$ cat config.mk
export PLATFORM = sky130hd
export DESIGN_NAME = ask_frame_chip_encoder_core
export DESIGN_NICKNAME = d
export VERILOG_FILES = /design/src/afc_pkg.sv /design/src/ask_frame_chip_encoder_core.sv /design/src/afc_front.sv /design/src/afc_queue.sv /design/src/afc_back.sv
export SDC_FILE = /design/constraint.sdc
export NUM_CORES = 1
export LEC_CHECK = 0
export BUFFER_PORTS_ARGS = -buffer_cell sky130_fd_sc_hd__buf_4
export CAP_MARGIN = 40
export CORE_UTILIZATION = 61
export DETAILED_ROUTE_END_ITERATION = 8
export HOLD_SLACK_MARGIN = 0.08
export PLACE_DENSITY_LB_ADDON = 0.25
export SLEW_MARGIN = 30
export SYNTH_ARGS = -nofsm -noshare
export SYNTH_HDL_FRONTEND = slang
export SYNTH_SLANG_ARGS = --single-unit
$ cat constraint.sdc
create_clock -name clk_i -period 4.6 [get_ports clk_i]
set_input_delay 1.38 -clock clk_i [delete_from_list [all_inputs] [get_ports clk_i]]
set_output_delay 1.38 -clock clk_i [all_outputs]
set_load 0.01 [all_outputs]
$ cat src/afc_pkg.sv
// ----------------------------------------------------------------------------
// afc_pkg: shared types and constants for the ASK frame chip encoder
// Holds the descriptor that passes from the front to the back, the chip
// record, the register indexes and the protocol codes.
// ----------------------------------------------------------------------------
package afc_pkg;

  // Width in which the bit times are held, clipped to the register width.
  localparam int TimeWidth    = 16;
  localparam int CfgDataWidth = 16;
  localparam int TimeBits     = (TimeWidth < CfgDataWidth) ? TimeWidth : CfgDataWidth;
  localparam int CfgIdxWidth  = 3;
  localparam int DurWidth     = 19;
  localparam int QueueDepth   = 2;

  // Register indexes of the configuration port.
  localparam logic [CfgIdxWidth-1:0] RegLeadProto = 3'd0;
  localparam logic [CfgIdxWidth-1:0] RegDataProto = 3'd1;
  localparam logic [CfgIdxWidth-1:0] RegLeadTime  = 3'd2;
  localparam logic [CfgIdxWidth-1:0] RegDataTime  = 3'd3;
  localparam logic [CfgIdxWidth-1:0] RegEndHigh   = 3'd4;

  // Chip protocol codes. The spare code behaves as the plain protocol.
  localparam logic [1:0] ProtoPlain = 2'd0;
  localparam logic [1:0] ProtoThree = 2'd1;
  localparam logic [1:0] ProtoPulse = 2'd2;
  localparam logic [1:0] ProtoSpare = 2'd3;

  // Bit count of a full byte.
  localparam logic [3:0] FullCount = 4'd8;

  // One classified frame byte, ready for chip generation.
  typedef struct packed {
    logic [7:0]          data_byte;
    logic [3:0]          bit_count;
    logic [1:0]          proto;
    logic [TimeBits-1:0] bit_time;
    logic                end_of_frame;
    logic [TimeBits-1:0] end_high;
    logic [DurWidth-1:0] end_low;
  } desc_t;

  // One chip on the transmit line.
  typedef struct packed {
    logic                level;
    logic [DurWidth-1:0] duration;
    logic                last;
  } chip_t;

endpackage

$ cat src/ask_frame_chip_encoder_core.sv
// ----------------------------------------------------------------------------
// ask_frame_chip_encoder_core: OOK pulse-width chip encoder, top level
// Turns tagged frame bytes into chips of line level and duration.
//
//   Channel  | Handshake          | Payload
//   ---------+--------------------+------------------------------------------
//   bytes in | push / full        | data_byte, bit_count, group_select, eof
//   chips out| pop / empty        | line_level, chip_duration, last_chip
//   config   | cfg_we_i           | cfg_index_i, cfg_wdata_i
//
// The chip sequencer sends one chip per cycle while the output register is
// free or being popped. A full byte in the three-chip protocol has 24 chips,
// plus two for a frame end. The front takes one byte per cycle while its
// two-entry descriptor queue has room. Reset restores the default
// configuration and empties the queue and the output register. With pop low
// the output chip holds and the sequencer waits; the queue keeps filling.
// ----------------------------------------------------------------------------
module ask_frame_chip_encoder_core import afc_pkg::*; (
  input  logic                    clk_i,
  input  logic                    rst_ni,
  input  logic                    push,
  output logic                    full,
  input  logic [7:0]              data_byte_i,
  input  logic [3:0]              bit_count_i,
  input  logic                    group_select_i,
  input  logic                    end_of_frame_i,
  output logic                    empty,
  input  logic                    pop,
  output logic                    line_level_o,
  output logic [DurWidth-1:0]     chip_duration_o,
  output logic                    last_chip_o,
  input  logic                    cfg_we_i,
  input  logic [CfgIdxWidth-1:0]  cfg_index_i,
  input  logic [CfgDataWidth-1:0] cfg_wdata_i
);

  logic  q_wr, q_full, q_rd, q_valid, out_valid;
  desc_t q_wdata, q_rdata;
  chip_t chip;

  afc_front u_front (
    .clk_i          (clk_i),
    .rst_ni         (rst_ni),
    .push           (push),
    .data_byte_i    (data_byte_i),
    .bit_count_i    (bit_count_i),
    .group_select_i (group_select_i),
    .end_of_frame_i (end_of_frame_i),
    .cfg_we_i       (cfg_we_i),
    .cfg_index_i    (cfg_index_i),
    .cfg_wdata_i    (cfg_wdata_i),
    .q_full_i       (q_full),
    .q_wr_o         (q_wr),
    .q_wdata_o      (q_wdata)
  );

  afc_queue u_queue (
    .clk_i   (clk_i),
    .rst_ni  (rst_ni),
    .wr_i    (q_wr),
    .wdata_i (q_wdata),
    .full_o  (q_full),
    .rd_i    (q_rd),
    .valid_o (q_valid),
    .rdata_o (q_rdata)
  );

  afc_back u_back (
    .clk_i       (clk_i),
    .rst_ni      (rst_ni),
    .q_valid_i   (q_valid),
    .q_rdata_i   (q_rdata),
    .q_rd_o      (q_rd),
    .pop         (pop),
    .out_valid_o (out_valid),
    .chip_o      (chip)
  );

  // The input side sees the queue's full flag; empty comes from the output register.
  assign full            = q_full;
  assign empty           = !out_valid;
  assign line_level_o    = chip.level;
  assign chip_duration_o = chip.duration;
  assign last_chip_o     = chip.last;

endmodule

$ cat src/afc_front.sv
// ----------------------------------------------------------------------------
// afc_front: configuration registers and byte classification
// Holds the configuration, saturates the bit count, selects the protocol and
// the chip times of the byte's group, and writes one descriptor per request
// that causes at least one chip.
// ----------------------------------------------------------------------------
module afc_front import afc_pkg::*; (
  input  logic                    clk_i,
  input  logic                    rst_ni,
  input  logic                    push,
  input  logic [7:0]              data_byte_i,
  input  logic [3:0]              bit_count_i,
  input  logic                    group_select_i,
  input  logic                    end_of_frame_i,
  input  logic                    cfg_we_i,
  input  logic [CfgIdxWidth-1:0]  cfg_index_i,
  input  logic [CfgDataWidth-1:0] cfg_wdata_i,
  input  logic                    q_full_i,
  output logic                    q_wr_o,
  output desc_t                   q_wdata_o
);

  logic [1:0]              lead_proto_q;
  logic [1:0]              data_proto_q;
  logic [CfgDataWidth-1:0] lead_time_q;
  logic [CfgDataWidth-1:0] data_time_q;
  logic [CfgDataWidth-1:0] end_high_q;

  logic [3:0]          count;
  logic [1:0]          raw_proto;
  logic [TimeBits-1:0] data_time;
  logic [DurWidth-1:0] data_time_ext;

  // Configuration registers.
  always_ff @(posedge clk_i or negedge rst_ni) begin
    if (!rst_ni) begin
      lead_proto_q <= ProtoPlain;
      data_proto_q <= ProtoPlain;
      lead_time_q  <= CfgDataWidth'(1);
      data_time_q  <= CfgDataWidth'(1);
      end_high_q   <= CfgDataWidth'(1);
    end else if (cfg_we_i) begin
      case (cfg_index_i)
        RegLeadProto: lead_proto_q <= cfg_wdata_i[1:0];
        RegDataProto: data_proto_q <= cfg_wdata_i[1:0];
        RegLeadTime:  lead_time_q  <= cfg_wdata_i;
        RegDataTime:  data_time_q  <= cfg_wdata_i;
        RegEndHigh:   end_high_q   <= cfg_wdata_i;
        default: ;
      endcase
    end
  end

  // Classification of the incoming byte.
  always_comb begin
    count         = (bit_count_i > FullCount) ? FullCount : bit_count_i;
    raw_proto     = group_select_i ? data_proto_q : lead_proto_q;
    data_time     = data_time_q[TimeBits-1:0];
    data_time_ext = DurWidth'(data_time);

    q_wdata_o.data_byte    = data_byte_i;
    q_wdata_o.bit_count    = count;
    // Partial bytes and the unused code fall back to the plain protocol.
    q_wdata_o.proto        = (count != FullCount || raw_proto == ProtoSpare)
                             ? ProtoPlain : raw_proto;
    q_wdata_o.bit_time     = group_select_i ? data_time : lead_time_q[TimeBits-1:0];
    q_wdata_o.end_of_frame = end_of_frame_i;
    q_wdata_o.end_high     = end_high_q[TimeBits-1:0];
    // The trailing low lasts six data bit times.
    q_wdata_o.end_low      = (data_time_ext << 2) + (data_time_ext << 1);

    // A byte with no bits and no frame end causes no chips and is dropped.
    q_wr_o = push && !q_full_i && (count != 4'd0 || end_of_frame_i);
  end

endmodule

$ cat src/afc_queue.sv
// ----------------------------------------------------------------------------
// afc_queue: descriptor queue between front and back
// A small register FIFO that lets the front keep taking bytes while the back
// is still sending chips of earlier ones.
// ----------------------------------------------------------------------------
module afc_queue import afc_pkg::*; (
  input  logic  clk_i,
  input  logic  rst_ni,
  input  logic  wr_i,
  input  desc_t wdata_i,
  output logic  full_o,
  input  logic  rd_i,
  output logic  valid_o,
  output desc_t rdata_o
);

  localparam int PtrWidth = (QueueDepth > 1) ? $clog2(QueueDepth) : 1;
  localparam int CntWidth = $clog2(QueueDepth + 1);

  desc_t               mem_q [QueueDepth];
  logic [PtrWidth-1:0] wr_ptr_q, wr_ptr_d;
  logic [PtrWidth-1:0] rd_ptr_q, rd_ptr_d;
  logic [CntWidth-1:0] cnt_q, cnt_d;

  assign full_o  = (cnt_q == CntWidth'(QueueDepth));
  assign valid_o = (cnt_q != '0);
  assign rdata_o = mem_q[rd_ptr_q];

  // Pointer and fill count update.
  always_comb begin
    wr_ptr_d = wr_ptr_q;
    rd_ptr_d = rd_ptr_q;
    cnt_d    = cnt_q;
    if (wr_i) begin
      wr_ptr_d = (wr_ptr_q == PtrWidth'(QueueDepth - 1)) ? '0 : wr_ptr_q + 1'b1;
    end
    if (rd_i) begin
      rd_ptr_d = (rd_ptr_q == PtrWidth'(QueueDepth - 1)) ? '0 : rd_ptr_q + 1'b1;
    end
    if (wr_i && !rd_i) begin
      cnt_d = cnt_q + 1'b1;
    end else if (rd_i && !wr_i) begin
      cnt_d = cnt_q - 1'b1;
    end
  end

  always_ff @(posedge clk_i or negedge rst_ni) begin
    if (!rst_ni) begin
      wr_ptr_q <= '0;
      rd_ptr_q <= '0;
      cnt_q    <= '0;
    end else begin
      wr_ptr_q <= wr_ptr_d;
      rd_ptr_q <= rd_ptr_d;
      cnt_q    <= cnt_d;
    end
  end

  // Storage needs no reset.
  always_ff @(posedge clk_i) begin
    if (wr_i) begin
      mem_q[wr_ptr_q] <= wdata_i;
    end
  end

endmodule

$ cat src/afc_back.sv
// ----------------------------------------------------------------------------
// afc_back: chip sequencer
// Walks the bits of one descriptor, most significant first, and the chips of
// each bit, then the frame-end chips, writing one chip per cycle into the
// output register while it is free or being emptied.
// ----------------------------------------------------------------------------
module afc_back import afc_pkg::*; (
  input  logic  clk_i,
  input  logic  rst_ni,
  input  logic  q_valid_i,
  input  desc_t q_rdata_i,
  output logic  q_rd_o,
  input  logic  pop,
  output logic  out_valid_o,
  output chip_t chip_o
);

  typedef enum logic [1:0] {
    ST_IDLE,
    ST_BITS,
    ST_END_HI,
    ST_END_LO
  } state_e;

  state_e     state_q;
  desc_t      desc_q;
  logic [3:0] remain_q;
  logic [1:0] phase_q;
  logic       out_valid_q;
  chip_t      chip_q;

  logic [2:0] bit_idx;
  logic       cur_bit;
  logic [1:0] last_phase;
  logic       last_of_bit;
  logic       emit;
  logic       finish;
  chip_t      chip_d;

  assign out_valid_o = out_valid_q;
  assign chip_o      = chip_q;

  // Chip of the current position.
  always_comb begin
    bit_idx = 3'(remain_q - 4'd1);
    cur_bit = desc_q.data_byte[bit_idx];
    case (desc_q.proto)
      ProtoThree: last_phase = 2'd2;
      ProtoPulse: last_phase = cur_bit ? 2'd2 : 2'd1;
      default:    last_phase = 2'd0;
    endcase
    last_of_bit = (phase_q == last_phase);

    chip_d.duration = DurWidth'(desc_q.bit_time);
    case (phase_q)
      2'd0:    chip_d.level = (desc_q.proto == ProtoPlain) ? cur_bit : 1'b1;
      2'd1:    chip_d.level = (desc_q.proto == ProtoThree) ? cur_bit : 1'b0;
      default: chip_d.level = 1'b0;
    endcase
    chip_d.last = last_of_bit && remain_q == 4'd1 && !desc_q.end_of_frame;

    case (state_q)
      ST_END_HI: begin
        chip_d.level    = 1'b1;
        chip_d.duration = DurWidth'(desc_q.end_high);
        chip_d.last     = 1'b0;
      end
      ST_END_LO: begin
        chip_d.level    = 1'b0;
        chip_d.duration = desc_q.end_low;
        chip_d.last     = 1'b1;
      end
      default: ;
    endcase

    // A chip moves on when the output register is free or being emptied.
    emit   = (state_q != ST_IDLE) && (!out_valid_q || pop);
    finish = emit && chip_d.last;
    q_rd_o = q_valid_i && (state_q == ST_IDLE || finish);
  end

  // Sequencer state and output register.
  always_ff @(posedge clk_i or negedge rst_ni) begin
    if (!rst_ni) begin
      state_q     <= ST_IDLE;
      remain_q    <= '0;
      phase_q     <= '0;
      out_valid_q <= 1'b0;
    end else begin
      if (emit) begin
        out_valid_q <= 1'b1;
        chip_q      <= chip_d;
      end else if (pop) begin
        out_valid_q <= 1'b0;
      end

      if (q_rd_o) begin
        desc_q   <= q_rdata_i;
        remain_q <= q_rdata_i.bit_count;
        phase_q  <= '0;
        state_q  <= (q_rdata_i.bit_count != 4'd0) ? ST_BITS : ST_END_HI;
      end else if (finish) begin
        state_q <= ST_IDLE;
      end else if (emit) begin
        case (state_q)
          ST_BITS: begin
            if (!last_of_bit) begin
              phase_q <= phase_q + 2'd1;
            end else if (remain_q != 4'd1) begin
              remain_q <= remain_q - 4'd1;
              phase_q  <= '0;
            end else begin
              state_q <= ST_END_HI;
            end
          end
          ST_END_HI: state_q <= ST_END_LO;
          default:   state_q <= ST_IDLE;
        endcase
      end
    end
  end

endmodule

==> out/qor.txt, run 1 <==
Min-Delay Endpoint: u_queue.mem_q[1][25]
area growth from synthesis to layout: 15.3%
Final Net Count: 874
Synth cell types: 65
Initial Utilization: 63.2%
slack of the critical path: 1.20 ns
syn nets: 793
Worst R2R Start: u_back.remain_q[0]
H-tree depth: 1
CORE AREA: 0.0183 mm^2
crit path capture type: flip-flop
vias in the first global route: 6,610
Tot GR Track Use: 23.1%
IO Count: 61
standard-cell row count: 49
largest net degree at the start of global routing: 62
total standard cell area after synthesis: 0.0115 mm^2
Final Critical Period: 3.40 ns
CP max FO: 61
max-slew violation count: 0
R2R Path End: u_back.desc_q[49]
average wire per standard cell: 20.5 um
final wirelength: 21.7 mm
PortBufs: 60
Setup Skew: 0.0126 ns
CTS Root Cell: clkbuf_16
Post-Syn Instances: 725
Synthesis Warnings: 0
CTS Buf Count: 28
Hold Vio Cnt, Final: 0
# resized after CTS: 0
Initial DRT Pass Iterations: 5
worst-skew pair later-pin latency: 0.53 ns
Power per Cell Area: 665 mW/mm^2
Die Y: 140 um
smallest hold slack: 0.466 ns
share of cells above drive strength 1: 33.1%
setup_tns: 0 ns
Pleak: 5.09 nW
Vias: 6,251
MaxCap Viol Count: 0
r2r setup slk: 1.20 ns
outcome: complete, no violations
die area: 0.0195 mm^2
antenna violation net count after detailed routing: 0
post-DP HPWL: 13.8 mm
first-pass GRT wire length: 34.3 mm
asr flop ratio synth: 23.5%
Hold Startpoint: u_front.end_high_q[6]
Max Clk Rate: 0.295 GHz
CTS tree: built
initial antenna violation count: 0
clk slew on worst S/H paths: 0.06 ns
DR vias/cell: 5.91
dpl cell area: 0.0124 mm^2
Max clock buf depth: 3
post-CTS setup buffers: 0
crit path kind: reg2reg
crit share post-route: 73.8%
worst endpoint required time: 4.79 ns
DP Worst Slack: 0.948 ns
grt ovf: 0
Hold Crit Depth: 0
drt drc: 0
die extent in x: 140 um
Worst VDD drop: 0.404 mV
DP Cell Count: 1,004
design area: 0.0133 mm^2
Worst-Margin Slew: 0.703 ns
number of flops mapped to enable cells by yosys: 212
R2R cell count: 8
mean cell area of the mapped netlist: 15.9 um^2
Worst Hold Class: reg2reg
crit path DAT: 3.59 ns
ys flop type: edfxtp_1
FF+latch count, synth: 277
RSZ-0062 raised after global routing: false
Rel. slew slack: 52.7%
Post-CTS Hold Fix Bufs: 0
antenna cells: 0
Final setup viols: 0
Seq/Total Area, Yosys: 69.2%
fin cells: 1,057
CP startpoint kind: flip-flop
Num Clock Sinks: 277
Final Wtd Congestion: 0.840
drt first-iter violations: 442
-- per-layer routing --
layer | GRT usage, % | part of all wire [%]
met1 | 30.8 | 43
met2 | 40.1 | 50
met3 | 3.13 | 4.7
met4 | 6.07 | 1.7
met5 | 0 | 0
-- cell type report --
class / instances / area, um^2
Clock buffer: 42 / 846
Clock inverter: 10 / 85.1
Sequential cell: 277 / 8000
Multi-Input combinational cell: 400 / 3390
Tap cell: 229 / 287
Fill cell: 1138 / 4960
Inverter: 24 / 90.1
Timing Repair Buffer: 75 / 616
-- state kept, by name, summed over array words and instances, names as in the netlist --
register,flops
u_queue.mem_q,130
u_back.desc_q,61
u_back.chip_o,21
u_front.data_time,16
u_front.end_high_q,16
u_front.lead_time_q,16
u_back.remain_q,4
u_back.phase_q,2
u_back.state_q,2
u_front.data_proto_q,2
u_front.lead_proto_q,2
u_queue.cnt_q,2
u_back.out_valid_o,1
u_queue.rd_ptr_q,1
u_queue.wr_ptr_q,1
-- cells by family (layout without fill, tap and decap cells) --
kind of cell    count (synthesis)  count (layout)  synth area share (%)
flops                         277             277                  69.2
buf+inv                        48             151                  1.65
xor+xnor                       17              17                  1.29
simple gates                  128             128                  5.57
compound gates                 89              89                  5.55
mux                           136             136                  13.4
fa+ha+maj                      30              30                  3.31
-- Yosys cell counts (2+ instances only) --
library cell	number	area (um^2)
a2111oi_0	2	17.5
a211o_1	2	17.5
a21o_1	7	52.6
a21oi_1	13	65.1
a22oi_1	16	120
a31o_2	2	17.5
a31oi_1	3	18.8
and2_1	6	37.5
and2_2	2	15.0
and3_1	2	12.5
buf_1	2	7.51
buf_2	2	10.0
clkbuf_1	19	71.3
dfrtp_1	62	1550
dfstp_2	3	78.8
edfxtp_1	212	6370
ha_1	29	363
inv_1	24	90.1
mux2_2	129	1450
mux2i_1	5	50.1
mux4_2	2	45.0
nand2_1	51	191
nand2b_1	5	31.3
nand3_1	4	20.0
nor2_1	24	90.1
nor2b_1	13	81.3
nor3_1	4	20.0
nor4bb_1	2	20.0
o211ai_1	2	15.0
o21a_1	3	22.5
o21ai_0	18	90.1
o21bai_1	3	22.5
o22ai_1	2	12.5
o31ai_1	2	15.0
or2_2	2	12.5
or4_1	2	15.0
xnor2_1	10	87.6
xor2_1	7	61.3
-- cell usage in the layout (no fill, tap or decap), types with 16 or more instances in the layout --
| cell | count |
|---|---|
| buf_4 | 72 |
| o21ai_0 | 18 |
| ha_1 | 29 |
| clkbuf_16 | 30 |
| nor2_1 | 23 |
| edfxtp_1 | 212 |
| nand2_1 | 51 |
| mux2_2 | 129 |
| inv_1 | 24 |
| a22oi_1 | 16 |
| dfrtp_1 | 61 |
-- worst max-delay path: stages, from the launching register on --
cell     delay, ns
dfrtp_1       0.52
inv_1         0.08
ha_1          0.35
mux4_2        0.31
mux2i_1       0.35
a21oi_1       0.21
o31ai_4       0.61
and2_2        0.28
buf_12        0.30
-- per-stage QoR --
stage	power, mW	util [%]
floorplan	5.81	-
finish	8.85	72.9
global route	9.28	72.9
CTS	8.88	72.7
detailed placement	6.62	67.6
global placement	6.45	67.5
-- power breakdown --
group          total [mW]  internal (mW)  switching (mW)
combinational        2.56           1.11            1.45
sequential           4.06           3.72           0.341
clock                2.23           1.33           0.903
total                8.85           6.16            2.70
-- worst max path at each step --
stage                                  start                    to  slack, ns  cells after the start
after floorplan               bit_count_i[2]  u_queue.mem_q[0][10]       0.82                      3
after global placement        bit_count_i[1]  u_queue.mem_q[1][39]       0.79                      6
after detailed placement                 pop     u_back.desc_q[49]       0.95                      7
after CTS                 u_back.remain_q[0]     u_back.desc_q[49]       1.24                      7
after global routing      u_back.remain_q[0]     u_back.desc_q[49]       1.05                      8
final                     u_back.remain_q[0]     u_back.desc_q[49]       1.20                      8
Note: power is estimated with default switching activity, not from simulation.
==> run 2: changes to the inputs <==
- CORE_UTILIZATION: 61 -> 55
- clock period: 4.6 -> 2.95 ns (I/O delays scaled with it)
==> run 2 against run 1 <==
Critical path depth grew 3. Highest routed layer unchanged. Worst setup slack lost 1.0 ns. Clock skew grew 0.0038 ns. Final cell count grew 4.5%. Fmax grew 24%. First-iteration DRC count grew 20%. Clock power grew 58%. Register-to-register slack lost 1.0 ns.
==> out/qor.txt, run 2 (synthesis results as in run 1) <==
IO Count: 61
Reg power frac: 45.2%
average wire per standard cell: 19.9 um
crit path DAT: 3.20 ns
Die Y: 147 um
H-tree depth: 1
crit share post-route: 93.1%
max-slew violation count: 0
vias in the first global route: 6,651
initial antenna violation count: 0
Worst R2R Start: u_back.remain_q[1]
Hold Vio Cnt, Final: 0
PortBufs: 60
crit path kind: reg2reg
largest net degree at the start of global routing: 62
Top reg by flops: u_queue.mem_q
share of cells above drive strength 1: 33.4%
worst endpoint required time: 3.40 ns
Worst-Margin Slew: 0.624 ns
area growth from synthesis to layout: 16.5%
setup_tns: 0 ns
CP max FO: 5
CTS Root Cell: clkbuf_16
Rel. slew slack: 58.4%
post-layout util: 65.9%
Initial DRT Pass Iterations: 5
DP Cell Count: 1,051
standard-cell row count: 52
Pleak: 5.12 nW
most common cell after layout, fill and taps aside: edfxtp_1
switching part of the total: 30.2%
Cell Int Power: 9.74 mW
Max clock buf depth: 3
fin cells: 1,105
RSZ-0062 raised after global routing: false
R2R Path End: u_queue.cnt_q[1]
post-DP HPWL: 14.1 mm
Tot GR Track Use: 20.7%
Setup Skew: 0.0165 ns
most frequent cells in the layout: edfxtp_1 (212), mux2_2 (129), buf_4 (76)
clk slew on worst S/H paths: 0.07 ns
antenna violation net count after detailed routing: 0
Power per Cell Area: 1040 mW/mm^2
Final Net Count: 881
max reg flops: 130
final wirelength: 21.9 mm
R2R cell count: 11
crit path capture type: flip-flop
CTS tree: built
CP startpoint kind: flip-flop
combinational fraction of design power: 29.6%
Vias: 6,259
Final Critical Period: 2.75 ns
drt drc: 0
Final Wtd Congestion: 0.895
r2r setup slk: 0.20 ns
Num Clock Sinks: 277
Initial Utilization: 56.5%
die area: 0.0216 mm^2
Net Sw Power: 4.21 mW
outcome: complete, no violations
Final setup viols: 0
die extent in x: 147 um
Max Clk Rate: 0.364 GHz
first-pass GRT wire length: 34.6 mm
Clock power frac: 25.2%
drt first-iter violations: 529
Worst Hold Class: in2async
MaxCap Viol Count: 0
grt ovf: 0
DR vias/cell: 5.66
Worst VDD drop: 0.581 mV
CTS Buf Count: 28
CORE AREA: 0.0204 mm^2
antenna cells: 0
worst-skew pair later-pin latency: 0.54 ns
==> run 2: changes by cell type in the layout (fill, tap and decap cells not counted), sizes merged <==
cell / previous run / this run
clkinv: 8 / 9
buf: 75 / 82
clkbuf: 42 / 40
bufinv: 1 / 3
inv: 25 / 24
==> run 2: worst max-delay path by stage <==
stage / to / cells after the start / from / slack, ns
finish: u_queue.cnt_q[1] / 11 / u_back.remain_q[1] / 0.20
global route: u_queue.mem_q[0][18] / 10 / u_front.data_time[1] / 0.03
CTS: u_queue.mem_q[0][18] / 10 / u_front.data_time[1] / 0.07
detailed placement: u_queue.mem_q[0][18] / 10 / u_front.data_time[1] / 0.08
global placement: u_queue.mem_q[0][21] / 6 / bit_count_i[3] / 0.18
floorplan: u_back.desc_q[10] / 8 / u_back.remain_q[1] / 0.02
==> run 2: power groups by stage <==
stage | clock, mW | sequential [mW] | combinational, mW
2_1_floorplan | 0 | 6.20 | 2.84
3_3_place_gp | 0 | 6.30 | 3.89
3_5_place_dp | 0 | 6.37 | 4.04
4_1_cts | 3.58 | 6.31 | 4.07
5_1_grt | 3.76 | 6.41 | 4.49
6_report | 3.52 | 6.31 | 4.13
==> run 2: layout make-up <==
type / count / area [um^2]
Clock inverter: 12 / 130
Inverter: 24 / 90.1
Tap cell: 270 / 338
Multi-Input combinational cell: 400 / 3400
Clock buffer: 40 / 797
Timing Repair Buffer: 82 / 698
Sequential cell: 277 / 8000
Fill cell: 1426 / 6980
==> run 2: critical path, cell delays in order, from the launching register on <==
cell and delay [ns]:
dfrtp_1 0.40, inv_1 0.11, ha_1 0.14, or3b_4 0.41
or3_4 0.36, a211o_1 0.32, o31ai_4 0.20, inv_1 0.14
ha_1 0.21, xor2_1 0.14, nor2_1 0.12, xnor2_1 0.12
==> run 2: metrics by stage <==
step | power (mW) | hold slack [ns] | area (um^2) | worst slack [ns]
2_1_floorplan | 9.04 | 0.438 | 11600 | 0.0178
3_3_place_gp | 10.2 | 0.449 | 12500 | 0.183
3_5_place_dp | 10.4 | 0.450 | 12500 | 0.0787
4_1_cts | 14.0 | 0.128 | 13400 | 0.0749
5_1_grt | 14.7 | 0.132 | 13500 | 0.0300
6_report | 14.0 | 0.154 | 13500 | 0.203
==> run 2: timing repair <==
item                       CTS  global route
hold buffers                 0             0
setup endpoints to repair    0            26
resized for setup            0             3
buffers inserted             0             0
==> run 2: routing by layer <==
metal / track usage (%) / routed length, um
met1: 27.4 / 9460
met2: 36.0 / 11100
met3: 3.14 / 1010
met4: 5.15 / 335
met5: 0 / 0
==> run 3: changes to the inputs <==
- SYNTH_HIERARCHICAL: default -> 1
==> run 3 against run 2 <==
Die area rose by 2.5%. Design area grew 1.8%. Global-route usage down 0.68 points. Synthesized area grew 2.6%. Critical path depth rose by 1. Worst hold slack gained 0.24 ns. Register-to-register slack worse by 0.03 ns. Sequential cell count is 3 higher.
==> out/qor.txt, run 3 <==
CP startpoint kind: flip-flop
post-layout util: 64.9%
Worst R2R Start: u_back/remain_q[0]
Synth cell types: 65
Initial Utilization: 56.2%
mean cell area of the mapped netlist: 16.4 um^2
drt first-iter violations: 364
FF+latch count, synth: 280
r2r setup slk: 0.17 ns
fin cells: 1,097
Worst VDD drop: 0.561 mV
Worst-Margin Slew: 0.659 ns
Post-Syn Instances: 723
CTS Root Cell: clkbuf_16
Yosys top cell by area: edfxtp_1
standard-cell row count: 53
fraction of synthesized area in multiplexers: 14.4%
gate family responsible for the most delay along the worst path: adder cells
IO Count: 61
most common cell after layout, fill and taps aside: edfxtp_1
number of flops mapped to enable cells by yosys: 215
Final Wtd Congestion: 0.862
first-pass GRT wire length: 33.6 mm
Initial DRT Pass Iterations: 5
Power per Cell Area: 1030 mW/mm^2
grt ovf: 0
compound-gate portion of the synthesized area: 4.73%
crit share post-route: 94.3%
largest family of logic cells by synthesized area: multiplexers
worst path cell trace: inv_2 -> ha_4 -> mux4_2 -> mux2i_4 -> and2_4 -> a31oi_4 -> a21o_2 -> inv_1 -> inv_1 -> ha_1 -> nor2_1 -> xor2_1
Hold Vio Cnt, Final: 0
die area: 0.0221 mm^2
share of cells above drive strength 1: 35.2%
most frequent cells in the layout: edfxtp_1 (215), mux2_2 (104), buf_4 (73)
CTS tree: built
final wirelength: 21.6 mm
post-DP HPWL: 14.0 mm
Max Clk Rate: 0.359 GHz
ys flop type: edfxtp_1
Top reg by flops: u_queue/mem_q
Final Net Count: 868
# resized after CTS: 0
DR vias/cell: 5.67
Die Y: 149 um
clk slew on worst S/H paths: 0.06 ns
max-slew violation count: 0
vias in the first global route: 6,470
post-CTS setup buffers: 0
average wire per standard cell: 19.7 um
antenna violation net count after detailed routing: 0
crit path DAT: 3.24 ns
Post-CTS Hold Fix Bufs: 0
H-tree depth: 1
total standard cell area after synthesis: 0.0118 mm^2
DP Cell Count: 1,044
asr flop ratio synth: 23.2%
die extent in x: 149 um
total power draw: 14.1 mW
Fillers: 1,486
worst-skew pair later-pin latency: 0.54 ns
MaxCap Viol Count: 0
area growth from synthesis to layout: 15.6%
outcome: complete, no violations
Seq/Total Area, Yosys: 68.3%
Setup Skew: 0.0225 ns
drt drc: 0
Most common cell on crit path: inv_1
initial antenna violation count: 0
syn nets: 791
Synth top area share: 54.5%
top cells by count, synth: edfxtp_1 (215), mux2_2 (104), dfrtp_1 (62), nand2_1 (51), mux2_4 (30)
largest net degree at the start of global routing: 55
Vias: 6,220
Post-Synth XOR/XNOR Area: 1.63%
setup_tns: 0 ns
max reg flops: 132
worst endpoint required time: 3.41 ns
Final Critical Period: 2.78 ns
Synthesis Warnings: 6
crit path capture type: flip-flop
PortBufs: 60
most common cell in the netlist: edfxtp_1
Pleak: 5.23 nW
Max clock buf depth: 3
Num Clock Sinks: 280
WP buf/inv: 3
crit path kind: reg2reg
CP max FO: 7
RSZ-0062 raised after global routing: false
CORE AREA: 0.0211 mm^2
synth top area cells: edfxtp_1 (55%), dfrtp_1 (13%), mux2_2 (9.9%)
Tot GR Track Use: 20.0%
CP max stage delay: 0.44 ns
R2R cell count: 12
post-synthesis simple-gate area fraction: 5.39%
antenna cells: 0
adder-cell share of the synthesized area: 3.23%
CTS Buf Count: 28
Rel. slew slack: 55.9%
Final setup viols: 0
slowest cell on the critical path: dfrtp_2
Worst Hold Class: in2async
R2R Path End: u_queue/cnt_q[1]
run 3: per-stage QoR:
stage	worst slack, ns	area [um^2]	hold slack [ns]
detailed placement	0.0720	12700	0.456
global route	0.0390	13700	0.406
CTS	0.133	13700	0.384
floorplan	-0.258	11900	0.438
global placement	0.207	12700	0.447
finish	0.168	13700	0.390
run 3: kinds of logic after synthesis:
kind of cell / Yosys count
AOI/OAI and AO/OA: 76
xor gates and xnor gates: 22
adders and majority gates: 30
buffers and inverters: 52
DFF: 280
muxes: 138
other: 1
and+or+nand+nor: 124
run 3: where the power goes:
part | total, mW | internal, mW | switching [mW] | leakage (nW)
clock network | 3.61 | 2.19 | 1.42 | 0.467
registers | 6.31 | 5.84 | 0.478 | 2.77
logic | 4.18 | 1.93 | 2.25 | 1.99
total | 14.1 | 9.95 | 4.16 | 5.23
run 3: how the worst max path moves through the flow:
stage | to | slack [ns] | cells past startpoint | from
after detailed placement | u_queue/mem_q[1][41] | 0.07 | 6 | bit_count_i[3]
after global placement | u_queue/mem_q[1][25] | 0.21 | 6 | bit_count_i[3]
final | u_queue/cnt_q[1] | 0.17 | 12 | u_back/remain_q[0]
after floorplan | u_back/desc_q[0] | -0.26 | 9 | u_back/remain_q[0]
after global routing | u_queue/cnt_q[1] | 0.04 | 12 | u_back/remain_q[0]
after CTS | u_queue/cnt_q[1] | 0.13 | 13 | u_back/remain_q[0]
run 3: metal layers:
| metal | track usage [%] | vias to the layer above | part of all wire (%) |
|---|---|---|---|
| met5 | 0 | - | 0 |
| met4 | 7.76 | 0 | 2.9 |
| met3 | 3.27 | 45 | 5.1 |
| met2 | 34.7 | 179 | 50 |
| met1 | 25.2 | 3108 | 42 |
| li1 | - | 2888 | - |
run 3: area by class of cell:
class / instances / area, um^2 / area share (%)
Tap cell: 275 / 344 / 2.51
Inverter: 19 / 71.3 / 0.521
Multi-Input combinational cell: 391 / 3550 / 25.9
Clock buffer: 35 / 727 / 5.31
Sequential cell: 280 / 8090 / 59.1
Clock inverter: 17 / 221 / 1.62
Timing Repair Buffer: 80 / 688 / 5.03
